<file path="config.mk">
export PLATFORM = sky130hd
export DESIGN_NAME = aging_fifo_queue_unit
export DESIGN_NICKNAME = d
export VERILOG_FILES = /design/src/sv/afq_pkg.sv /design/src/sv/aging_fifo_queue_unit.sv /design/src/sv/afq_ram.sv /design/src/sv/afq_front.sv /design/src/sv/afq_back.sv
export VERILOG_INCLUDE_DIRS = /design/src /design/src/sv
export SDC_FILE = /design/constraint.sdc
export NUM_CORES = 2
export LEC_CHECK = 0
export BUFFER_PORTS_ARGS = -buffer_cell sky130_fd_sc_hd__buf_4
export CAP_MARGIN = 40
export CORE_MARGIN = 10
export CORE_UTILIZATION = 50
export CTS_BUF_LIST = sky130_fd_sc_hd__clkbuf_4
export DETAILED_ROUTE_END_ITERATION = 10
export MAX_ROUTING_LAYER = met4
export PLACE_DENSITY = 0.7
export SYNTH_ARGS = -nofsm -noshare
export SYNTH_HDL_FRONTEND = slang
export SYNTH_SLANG_ARGS = --single-unit
</file>
<file path="constraint.sdc">
create_clock -name i_clk -period 11.3 [get_ports i_clk]
set_input_delay 2.26 -clock i_clk [delete_from_list [all_inputs] [get_ports i_clk]]
set_output_delay 2.26 -clock i_clk [all_outputs]
set_load 0.02 [all_outputs]
</file>
<file path="src/sv/aging_fifo_queue_unit_macros.svh">
// Assertion macros for the aging FIFO queue RTL.
// Expects i_clk and i_rst_n in the scope of each use.
`ifndef AGING_FIFO_QUEUE_UNIT_MACROS_SVH
`define AGING_FIFO_QUEUE_UNIT_MACROS_SVH

// same-cycle implication
`define AFQ_ASSERT_IMP(label, ante, cons, msg) \
    label: assert property (@(posedge i_clk) disable iff (!i_rst_n) \
        (ante) |-> (cons)) else $error(msg);

// next-cycle implication
`define AFQ_ASSERT_NXT(label, ante, cons, msg) \
    label: assert property (@(posedge i_clk) disable iff (!i_rst_n) \
        (ante) |=> (cons)) else $error(msg);

`endif

</file>
<file path="src/sv/afq_pkg.sv">
// Package for the aging FIFO queue: sizes, operation codes, register
// indexes and the beat structs passed between front and back. No dependencies.
`default_nettype none

package afq_pkg;

    localparam int DEPTH      = 16;
    localparam int DESC_W     = 32;
    localparam int TIME_W     = 32;
    localparam int PTR_W      = $clog2(DEPTH);
    localparam int CNT_W      = $clog2(DEPTH + 1);
    localparam int CFG_IDX_W  = 1;
    localparam int CFG_W      = TIME_W;
    localparam int FQ_DEPTH   = 2;
    localparam int FQ_PTR_W   = $clog2(FQ_DEPTH);
    localparam int FQ_CNT_W   = $clog2(FQ_DEPTH + 1);

    localparam logic [CNT_W-1:0]  MAX_ENTRIES_RST = CNT_W'(DEPTH);
    localparam logic [TIME_W-1:0] MAX_DELAY_RST   = TIME_W'(1000000);

    localparam logic [CFG_IDX_W-1:0] CFG_MAX_ENTRIES = 1'b0;
    localparam logic [CFG_IDX_W-1:0] CFG_MAX_DELAY   = 1'b1;

    typedef enum logic [1:0] {
        OP_ENQ   = 2'd0,
        OP_DEQ   = 2'd1,
        OP_POLL  = 2'd2,
        OP_FLUSH = 2'd3
    } t_op;

    typedef enum logic {
        ST_IDLE  = 1'b0,
        ST_CHECK = 1'b1
    } t_state;

    typedef struct packed {
        t_op               op;
        logic [TIME_W-1:0] now_time;
        logic [DESC_W-1:0] descriptor;
    } t_item;

    typedef struct packed {
        logic              accepted;
        logic              found;
        logic [DESC_W-1:0] descriptor_out;
        logic [CNT_W-1:0]  expired_count;
        logic [CNT_W-1:0]  queue_size;
        logic              is_empty_flag;
    } t_result;

endpackage

`default_nettype wire

</file>
<file path="src/sv/aging_fifo_queue_unit.sv">
// Aging FIFO queue, top level. Input beats carry an operation (enqueue,
// dequeue, poll, flush), the current time and a descriptor; every input beat
// yields exactly one result beat, in order. Both channels use valid/stall.
// Configuration: i_cfg_we with i_cfg_index 0 (capacity) or 1 (lifetime);
// write only while the block is idle.
// A taken input beat waits in the front queue; the back end loads it in its
// idle state, then in its check state drops expired head entries (not on
// flush) and registers the result. Items are worked one at a time, over
// the stamp and descriptor RAM read port.
// A two-beat queue sits between front and back; o_stall rises when it fills.
// A stalled result holds in the output register while the next item is
// worked; the back end waits only when a new result is ready and the
// register is still held. Reset empties the queue, restores capacity 16 and
// lifetime 1000000; store contents are left as they are.
// Uses afq_pkg, afq_front, afq_back, afq_ram.
`default_nettype none

module aging_fifo_queue_unit (
    input  wire logic                          i_clk,
    input  wire logic                          i_rst_n,
    input  wire logic                          i_valid,
    output logic                               o_stall,
    input  wire logic [1:0]                    i_operation,
    input  wire logic [afq_pkg::TIME_W-1:0]    i_now_time,
    input  wire logic [afq_pkg::DESC_W-1:0]    i_descriptor_in,
    output logic                               o_valid,
    input  wire logic                          i_stall,
    output logic                               o_accepted,
    output logic                               o_found,
    output logic      [afq_pkg::DESC_W-1:0]    o_descriptor_out,
    output logic      [afq_pkg::CNT_W-1:0]     o_expired_count,
    output logic      [afq_pkg::CNT_W-1:0]     o_queue_size,
    output logic                               o_is_empty_flag,
    input  wire logic                          i_cfg_we,
    input  wire logic [afq_pkg::CFG_IDX_W-1:0] i_cfg_index,
    input  wire logic [afq_pkg::CFG_W-1:0]     i_cfg_data
);

    import afq_pkg::*;

    t_item   w_item;
    logic    w_item_valid;
    logic    w_pop;
    t_result w_res;

    afq_front u_front (
        .i_clk           (i_clk),
        .i_rst_n         (i_rst_n),
        .i_valid         (i_valid),
        .o_stall         (o_stall),
        .i_operation     (i_operation),
        .i_now_time      (i_now_time),
        .i_descriptor_in (i_descriptor_in),
        .o_item          (w_item),
        .o_item_valid    (w_item_valid),
        .i_pop           (w_pop)
    );

    afq_back u_back (
        .i_clk        (i_clk),
        .i_rst_n      (i_rst_n),
        .i_cfg_we     (i_cfg_we),
        .i_cfg_index  (i_cfg_index),
        .i_cfg_data   (i_cfg_data),
        .i_item       (w_item),
        .i_item_valid (w_item_valid),
        .o_pop        (w_pop),
        .o_res        (w_res),
        .o_res_valid  (o_valid),
        .i_res_stall  (i_stall)
    );

    assign o_accepted       = w_res.accepted;
    assign o_found          = w_res.found;
    assign o_descriptor_out = w_res.descriptor_out;
    assign o_expired_count  = w_res.expired_count;
    assign o_queue_size     = w_res.queue_size;
    assign o_is_empty_flag  = w_res.is_empty_flag;

endmodule

`default_nettype wire

</file>
<file path="src/sv/afq_ram.sv">
// Generic single-write, single-read RAM with registered read data.
// No dependencies.
`default_nettype none

module afq_ram #(
    parameter int WIDTH = 32,
    parameter int DEPTH = 16
) (
    input  wire logic                     i_clk,
    input  wire logic                     i_we,
    input  wire logic [$clog2(DEPTH)-1:0] i_waddr,
    input  wire logic [WIDTH-1:0]         i_wdata,
    input  wire logic [$clog2(DEPTH)-1:0] i_raddr,
    output logic      [WIDTH-1:0]         o_rdata
);

    logic [WIDTH-1:0] r_mem [DEPTH];
    logic [WIDTH-1:0] r_rdata;

    always_ff @(posedge i_clk) begin
        if (i_we) begin
            r_mem[i_waddr] <= i_wdata;
        end
        r_rdata <= r_mem[i_raddr];
    end

    assign o_rdata = r_rdata;

endmodule

`default_nettype wire

</file>
<file path="src/sv/afq_front.sv">
// Front end of the aging FIFO queue: takes input beats, decodes the
// operation and holds them in a short queue for the back end. Uses afq_pkg.
`default_nettype none

module afq_front (
    input  wire logic                      i_clk,
    input  wire logic                      i_rst_n,
    input  wire logic                      i_valid,
    output logic                           o_stall,
    input  wire logic [1:0]                i_operation,
    input  wire logic [afq_pkg::TIME_W-1:0] i_now_time,
    input  wire logic [afq_pkg::DESC_W-1:0] i_descriptor_in,
    output afq_pkg::t_item                 o_item,
    output logic                           o_item_valid,
    input  wire logic                      i_pop
);

    import afq_pkg::*;

    t_item               r_q [FQ_DEPTH];
    logic [FQ_PTR_W-1:0] r_wr_ptr, n_wr_ptr;
    logic [FQ_PTR_W-1:0] r_rd_ptr, n_rd_ptr;
    logic [FQ_CNT_W-1:0] r_fill, n_fill;
    logic                w_push;
    logic                w_pop;
    t_item               w_item;

    function automatic logic [FQ_PTR_W-1:0] fq_inc(input logic [FQ_PTR_W-1:0] p);
        return (p == FQ_PTR_W'(FQ_DEPTH - 1)) ? '0 : p + 1'b1;
    endfunction

    assign o_stall      = (r_fill == FQ_CNT_W'(FQ_DEPTH));
    assign o_item_valid = (r_fill != '0);
    assign o_item       = r_q[r_rd_ptr];
    assign w_push       = i_valid && !o_stall;
    assign w_pop        = i_pop && o_item_valid;

    always_comb begin
        w_item.op         = t_op'(i_operation);
        w_item.now_time   = i_now_time;
        w_item.descriptor = i_descriptor_in;
        n_wr_ptr = w_push ? fq_inc(r_wr_ptr) : r_wr_ptr;
        n_rd_ptr = w_pop ? fq_inc(r_rd_ptr) : r_rd_ptr;
        n_fill   = r_fill;
        if (w_push && !w_pop) begin
            n_fill = r_fill + 1'b1;
        end else if (w_pop && !w_push) begin
            n_fill = r_fill - 1'b1;
        end
    end

    always_ff @(posedge i_clk) begin
        if (!i_rst_n) begin
            r_wr_ptr <= '0;
            r_rd_ptr <= '0;
            r_fill   <= '0;
        end else begin
            r_wr_ptr <= n_wr_ptr;
            r_rd_ptr <= n_rd_ptr;
            r_fill   <= n_fill;
        end
    end

    always_ff @(posedge i_clk) begin
        if (w_push) begin
            r_q[r_wr_ptr] <= w_item;
        end
    end

endmodule

`default_nettype wire

</file>
<file path="src/sv/afq_back.sv">
// Back end of the aging FIFO queue: expiry walk, enqueue, dequeue, flush,
// configuration registers and the result register. Uses afq_pkg, afq_ram.
`default_nettype none
`include "aging_fifo_queue_unit_macros.svh"

module afq_back (
    input  wire logic                          i_clk,
    input  wire logic                          i_rst_n,
    input  wire logic                          i_cfg_we,
    input  wire logic [afq_pkg::CFG_IDX_W-1:0] i_cfg_index,
    input  wire logic [afq_pkg::CFG_W-1:0]     i_cfg_data,
    input  wire afq_pkg::t_item                i_item,
    input  wire logic                          i_item_valid,
    output logic                               o_pop,
    output afq_pkg::t_result                   o_res,
    output logic                               o_res_valid,
    input  wire logic                          i_res_stall
);

    import afq_pkg::*;

    t_state            r_state, n_state;
    t_item             r_item, n_item;
    logic [PTR_W-1:0]  r_head, n_head;
    logic [PTR_W-1:0]  r_tail, n_tail;
    logic [CNT_W-1:0]  r_count, n_count;
    logic [CNT_W-1:0]  r_exp, n_exp;
    logic [CNT_W-1:0]  r_max_entries, n_max_entries;
    logic [TIME_W-1:0] r_max_delay, n_max_delay;
    logic              r_out_valid, n_out_valid;
    t_result           r_out, n_out;

    logic [TIME_W-1:0] w_rd_stamp;
    logic [DESC_W-1:0] w_rd_desc;
    logic [CNT_W-1:0]  w_cap;
    logic              w_is_exp;
    logic              w_expire;
    logic              w_finish;
    logic              w_we;

    function automatic logic [PTR_W-1:0] ptr_inc(input logic [PTR_W-1:0] p);
        return (p == PTR_W'(DEPTH - 1)) ? '0 : p + 1'b1;
    endfunction

    afq_ram #(.WIDTH(DESC_W), .DEPTH(DEPTH)) u_desc_ram (
        .i_clk   (i_clk),
        .i_we    (w_we),
        .i_waddr (r_tail),
        .i_wdata (r_item.descriptor),
        .i_raddr (n_head),
        .o_rdata (w_rd_desc)
    );

    afq_ram #(.WIDTH(TIME_W), .DEPTH(DEPTH)) u_stamp_ram (
        .i_clk   (i_clk),
        .i_we    (w_we),
        .i_waddr (r_tail),
        .i_wdata (r_item.now_time),
        .i_raddr (n_head),
        .o_rdata (w_rd_stamp)
    );

    assign w_cap    = (r_max_entries > CNT_W'(DEPTH)) ? CNT_W'(DEPTH) : r_max_entries;
    assign w_is_exp = (r_item.now_time >= w_rd_stamp) &&
                      ((r_item.now_time - w_rd_stamp) >= r_max_delay);

    always_comb begin
        n_state = r_state;
        case (r_state)
            ST_IDLE: begin
                if (i_item_valid) begin
                    n_state = ST_CHECK;
                end
            end
            ST_CHECK: begin
                if (w_finish) begin
                    n_state = ST_IDLE;
                end
            end
            default: n_state = ST_IDLE;
        endcase
    end

    always_comb begin
        o_pop    = 1'b0;
        w_expire = 1'b0;
        w_finish = 1'b0;
        case (r_state)
            ST_IDLE: begin
                o_pop = i_item_valid;
            end
            ST_CHECK: begin
                w_expire = (r_item.op != OP_FLUSH) && (r_count != '0) && w_is_exp;
                w_finish = !w_expire && (!r_out_valid || !i_res_stall);
            end
            default: ;
        endcase
    end

    always_comb begin
        n_item        = r_item;
        n_head        = r_head;
        n_tail        = r_tail;
        n_count       = r_count;
        n_exp         = r_exp;
        n_max_entries = r_max_entries;
        n_max_delay   = r_max_delay;
        n_out_valid   = r_out_valid;
        n_out         = r_out;
        w_we          = 1'b0;

        if (o_pop) begin
            n_item = i_item;
            n_exp  = '0;
        end

        if (w_expire) begin
            n_head  = ptr_inc(r_head);
            n_count = r_count - 1'b1;
            n_exp   = r_exp + 1'b1;
        end

        if (r_out_valid && !i_res_stall) begin
            n_out_valid = 1'b0;
        end

        if (w_finish) begin
            n_out.accepted       = 1'b0;
            n_out.found          = 1'b0;
            n_out.descriptor_out = '0;
            n_out.expired_count  = r_exp;
            case (r_item.op)
                OP_ENQ: begin
                    if (r_count < w_cap) begin
                        w_we           = 1'b1;
                        n_tail         = ptr_inc(r_tail);
                        n_count        = r_count + 1'b1;
                        n_out.accepted = 1'b1;
                    end
                end
                OP_DEQ: begin
                    if (r_count != '0) begin
                        n_head               = ptr_inc(r_head);
                        n_count              = r_count - 1'b1;
                        n_out.found          = 1'b1;
                        n_out.descriptor_out = w_rd_desc;
                    end
                end
                OP_POLL: ;
                OP_FLUSH: begin
                    n_count             = '0;
                    n_out.expired_count = '0;
                end
                default: ;
            endcase
            if (n_count == '0) begin
                n_head = '0;
                n_tail = '0;
            end
            n_out.queue_size    = n_count;
            n_out.is_empty_flag = (n_count == '0);
            n_out_valid         = 1'b1;
        end

        if (i_cfg_we) begin
            case (i_cfg_index)
                CFG_MAX_ENTRIES: n_max_entries = i_cfg_data[CNT_W-1:0];
                CFG_MAX_DELAY:   n_max_delay   = i_cfg_data[TIME_W-1:0];
                default: ;
            endcase
        end
    end

    always_ff @(posedge i_clk) begin
        if (!i_rst_n) begin
            r_state       <= ST_IDLE;
            r_head        <= '0;
            r_tail        <= '0;
            r_count       <= '0;
            r_exp         <= '0;
            r_max_entries <= MAX_ENTRIES_RST;
            r_max_delay   <= MAX_DELAY_RST;
            r_out_valid   <= 1'b0;
        end else begin
            r_state       <= n_state;
            r_head        <= n_head;
            r_tail        <= n_tail;
            r_count       <= n_count;
            r_exp         <= n_exp;
            r_max_entries <= n_max_entries;
            r_max_delay   <= n_max_delay;
            r_out_valid   <= n_out_valid;
        end
    end

    always_ff @(posedge i_clk) begin
        r_item <= n_item;
        r_out  <= n_out;
    end

    assign o_res       = r_out;
    assign o_res_valid = r_out_valid;

    `AFQ_ASSERT_IMP(a_empty_ptrs, r_state == ST_IDLE && r_count == '0, r_head == '0 && r_tail == '0, "empty queue with stray pointers")
    `AFQ_ASSERT_IMP(a_count_max, 1'b1, r_count <= CNT_W'(DEPTH), "entry count above depth")
    `AFQ_ASSERT_IMP(a_acc_size, r_out_valid && r_out.accepted, r_out.queue_size != '0 && !r_out.is_empty_flag, "accepted beat reports empty queue")
    `AFQ_ASSERT_NXT(a_pop_start, o_pop, r_state == ST_CHECK && r_exp == '0, "item taken without fresh expiry walk")

endmodule

`default_nettype wire
</file>
==> impl_results.md <==
* Grt ovf at 0
* Sequential share of power at between 40% and 50%
* Status: completed
* YS warnings at 0
* Total GRT Usage at between 20% and 30%
* Die area at between 0.1 and 0.15 sq mm
* Routed Antenna Nets at 0
* Worst vdd ir at 0.255 mV
* Area leader, netlist: edfxtp_1
* Core Box Area at ~0.11 sq mm
* Tcrit/Tclk final at about four fifths
* Fmax at around 110 MHz
* Port Buffers at 150
* Fin crit period at 9.04 ns
* Final Util at ~58%
* WL per Instance at 25.1 microns
* NumNets Final at roughly 4,100
* DRT Pass-1 Iters at 5
* # setup viols final at 0
* P_leak at a little over 20 nW
* FF+latch count, synth at between 1,000 and 1,500
* Die Ht at about 350 microns
* Crit start category: flop
* Hold_sp: u_back.r_exp[4]$_SDFFE_PN0P_
* Top post-synthesis cells by area: edfxtp_1 69%, dfxtp_1 4.6%, o2111ai_1 3.1%, nand2_1 2.6%, mux2i_1 2.5%
* CP delay by family, top: compound AO/OA/AOI/OAI gates
* Site Rows at 121
* Post-CTS Resized at 0
* Crit path cell chain: ha_1 > o21ai_0 > a21boi_0 > o211ai_1 > a21boi_0 > nor2_1 > o31ai_1 > a31oi_1 > o311ai_0 > nand2_1 > o311ai_0 > ha_1 > and4_1 > a221oi_1 > o21ai_0 > o31a_1 > o311ai_0 > a21oi_1 > nand2_4 > buf_4 > o211a_4 > buf_4 > o211ai_1 > o2111ai_1
* Gate power share at 31.3%
* Post-synth EDFFs at 1,267
* Synthesized instance count at approximately 3,600
* Area grow syn2layout at 14.5%
* Clock latency at the later pin of the worst-skew pair at around 1.2 ns
* CP Data Required Time at around 12 ns
* CP Capture Type: flop
* CP bufs+invs at 2
* Worst Hold Class: reg -> reg
* Cell-internal power at between 10 and 15 mW
* Final hold violation count at 0
* CTS tree: yes
* Post-route cell area at around 0.063 sq mm
* First-pass GRT wire length at between 200,000 and 250,000 microns
* DRT Wirelength at 142,000 microns
* # Max-Cap Violations at 0
* Clock transition at path regs at 0.06 ns
* Fillers at 8,324
* Hold Path End: u_back.r_exp[4]$_SDFFE_PN0P_
* Switching power at roughly 6.3 mW
* H-tree levels at 5
* Total clock sinks at approximately 1,400
* Vias per inst at ~6
* Via Count at 34,080
* CTS hold repair buffers at 0
* Reg2Reg Depth at 24
* CTS Root Buffer Type: clkbuf_4
* Largest net degree at the start of global routing at 174
* Setup Buffers After CTS at 0
* Total negative slack at 0 ns
* Vias in the first global route at 34,017
* Inserted Clock Buffers at about 360
* Power density cells at around 270 mW/mm^2
* Slowest stage delay, CP at between 0.7 and 0.8 ns
* Cell area after synthesis at ~0.055 sq mm
* Worst reg2reg endpoint: u_back.u_stamp_ram.o_rdata[14]$_DFF_P_
* Worst path arrival time at just over 10 ns
* Clock skew at 0.127 ns
* Pin slew with the least headroom to its limit at around 1.1 ns
* Synth cell types at 65
* Top Ports at 151
* RSZ-0062 raised after global routing: false
* Slew Viols, Final at 0
* Hold depth at 1
* Detailed Place HPWL at ~78,000 microns
* Clock buffer depth at 4
* Post-synth ARST share at 0%
* Post-synth net total at approximately 3,800
* Main flop type after synthesis: edfxtp_1
* Most frequent CP cell: o311ai_0
* Hold Slack at between 0.4 and 0.5 ns
* Setup slack, reg-to-reg at 2.26 ns
* Register area share after synthesis at between 70% and 80%
* Mean post-synth cell area at 15.3 sq um
* Sw frac at a little under two fifths
* FF-to-FF Start: u_back.r_item[34]$_DFFE_PP_
* Relative slew slack at ~24%
* Initial Util at between 50 and 60%
* Clock Power Share at about a quarter
* Slowest cell on the critical path: o211a_4
* Dpl cell area at slightly below 0.06 sq mm
* Die X at 351 microns
* Final Wtd Congestion at 0.843
* Initial DRC Count at roughly 3,800
* Antenna violations before repair at 2
* CP Class: reg -> reg
* Layout cell share with drive strength beyond 1 at a little over a fifth
* Maximum fanout along the worst path at 46
* Top cell type's share of synthesized area at 69.4%
* Drt drc at 0
## routing by layer
layer	GRT usage [%]	share of wire (%)	up-vias	wire length, microns
met4	8.12	2.4	0	3390
met1	31.3	41	16885	58400
met2	35.6	47	1928	66100
met3	5.08	10	269	14200
met5	-	0	-	0
li1	-	-	14998	-
## sequential cells by signal (all words and copies together), names as in the netlist, 32 cells and up
name and cells:
u_back.u_desc_ram.r_mem 512, u_back.o_res 45, u_back.u_desc_ram.o_rdata 32, u_front.r_q 132, u_back.u_stamp_ram.o_rdata 32, u_back.r_max_delay 32
u_back.r_item 66, u_back.u_stamp_ram.r_mem 512
## logic make-up (layout without fill, tap and decap cells)
group / after synthesis / in the layout / synth area share (%)
muxes: 203 / 203 / 3.86
DFF: 1392 / 1392 / 74.0
AOI/OAI and AO/OA: 725 / 725 / 10.4
and+or+nand+nor: 845 / 845 / 7.00
other: 0 / 3 / 0
adders and majority gates: 78 / 78 / 1.79
xor gates and xnor gates: 34 / 34 / 0.543
buffers and inverters: 307 / 959 / 2.35
## worst max-delay path by stage
stage / from / endpoint / cells after the start
after floorplan: u_back.r_item[33]$_DFFE_PP_ / u_back.u_desc_ram.r_mem[3][0]$_DFFE_PP_ / 22
after global placement: u_back.r_item[33]$_DFFE_PP_ / u_back.u_stamp_ram.r_mem[3][7]$_DFFE_PP_ / 23
after detailed placement: u_back.r_item[33]$_DFFE_PP_ / u_back.u_stamp_ram.o_rdata[22]$_DFF_P_ / 25
after CTS: u_back.r_item[34]$_DFFE_PP_ / u_back.u_stamp_ram.o_rdata[14]$_DFF_P_ / 24
after global routing: u_back.r_item[32]$_DFFE_PP_ / u_back.u_stamp_ram.o_rdata[13]$_DFF_P_ / 26
final: u_back.r_item[34]$_DFFE_PP_ / u_back.u_stamp_ram.o_rdata[14]$_DFF_P_ / 24
## power by group through the flow
stage / logic (mW) / registers, mW / clock network (mW)
3_3_place_gp: 5.03 / 7.44 / 0
6_report: 5.33 / 7.36 / 4.33
5_1_grt: 5.75 / 7.44 / 4.71
2_1_floorplan: 3.44 / 7.21 / 0
3_5_place_dp: 5.24 / 7.46 / 0
4_1_cts: 5.26 / 7.36 / 4.43
## worst reg2reg max path: cells and delay by family (launching register included)
family                     cells  cell delay (ns)
AOI/OAI and AO/OA             16             5.33
adders and majority gates      2             0.78
buffers and inverters          2             1.17
DFF                            1             0.63
and+or+nand+nor                4             0.97
## cell type report
| class | instances | area, sq um | share of cell area [%] |
|---|---|---|---|
| Sequential cell | 1392 | 40600 | 64.6 |
| Multi-Input combinational cell | 1885 | 13200 | 21.1 |
| Clock buffer | 547 | 4110 | 6.55 |
| Clock inverter | 96 | 556 | 0.886 |
| Antenna cell | 3 | 7.51 | 0.0120 |
| Timing Repair Buffer | 230 | 2200 | 3.51 |
| Tap cell | 1414 | 1770 | 2.82 |
| Inverter | 86 | 325 | 0.519 |
## per-stage QoR
step,power (mW),std cells,setup slack (ns)
floorplan,10.7,3584,1.09
global placement,12.5,4986,2.25
detailed placement,12.7,5007,2.46
CTS,17.0,5650,2.41
global route,17.9,5651,1.63
finish,17.0,5653,2.26
## cells in the final DEF, fill, tap and decap left out, types with 43 or more instances in the layout
cell       count
o211ai_1     138
nand2_1      378
mux2_2        67
a2bb2oi_1     65
edfxtp_1    1267
o221ai_1      64
o2111ai_1    192
mux2i_1      136
inv_1         84
nand2b_1      72
dfxtp_1      124
nand3_1      141
clkbuf_4     547
buf_4        199
nor2_1       115
clkinv_1      68
o21ai_0       43
a21oi_1       56
ha_1          77
a211o_1       64
and2_1        50
## cell usage after synthesis, drive strengths merged, types with 70 or more instances
cell	n
ha	77
inv	85
dfxtp	125
o211ai	138
o2111ai	192
nand3	143
edfxtp	1267
nor2	130
mux2i	136
clkbuf	151
nand2b	72
buf	70
nand2	380
Power figures use the tool's default switching activity.
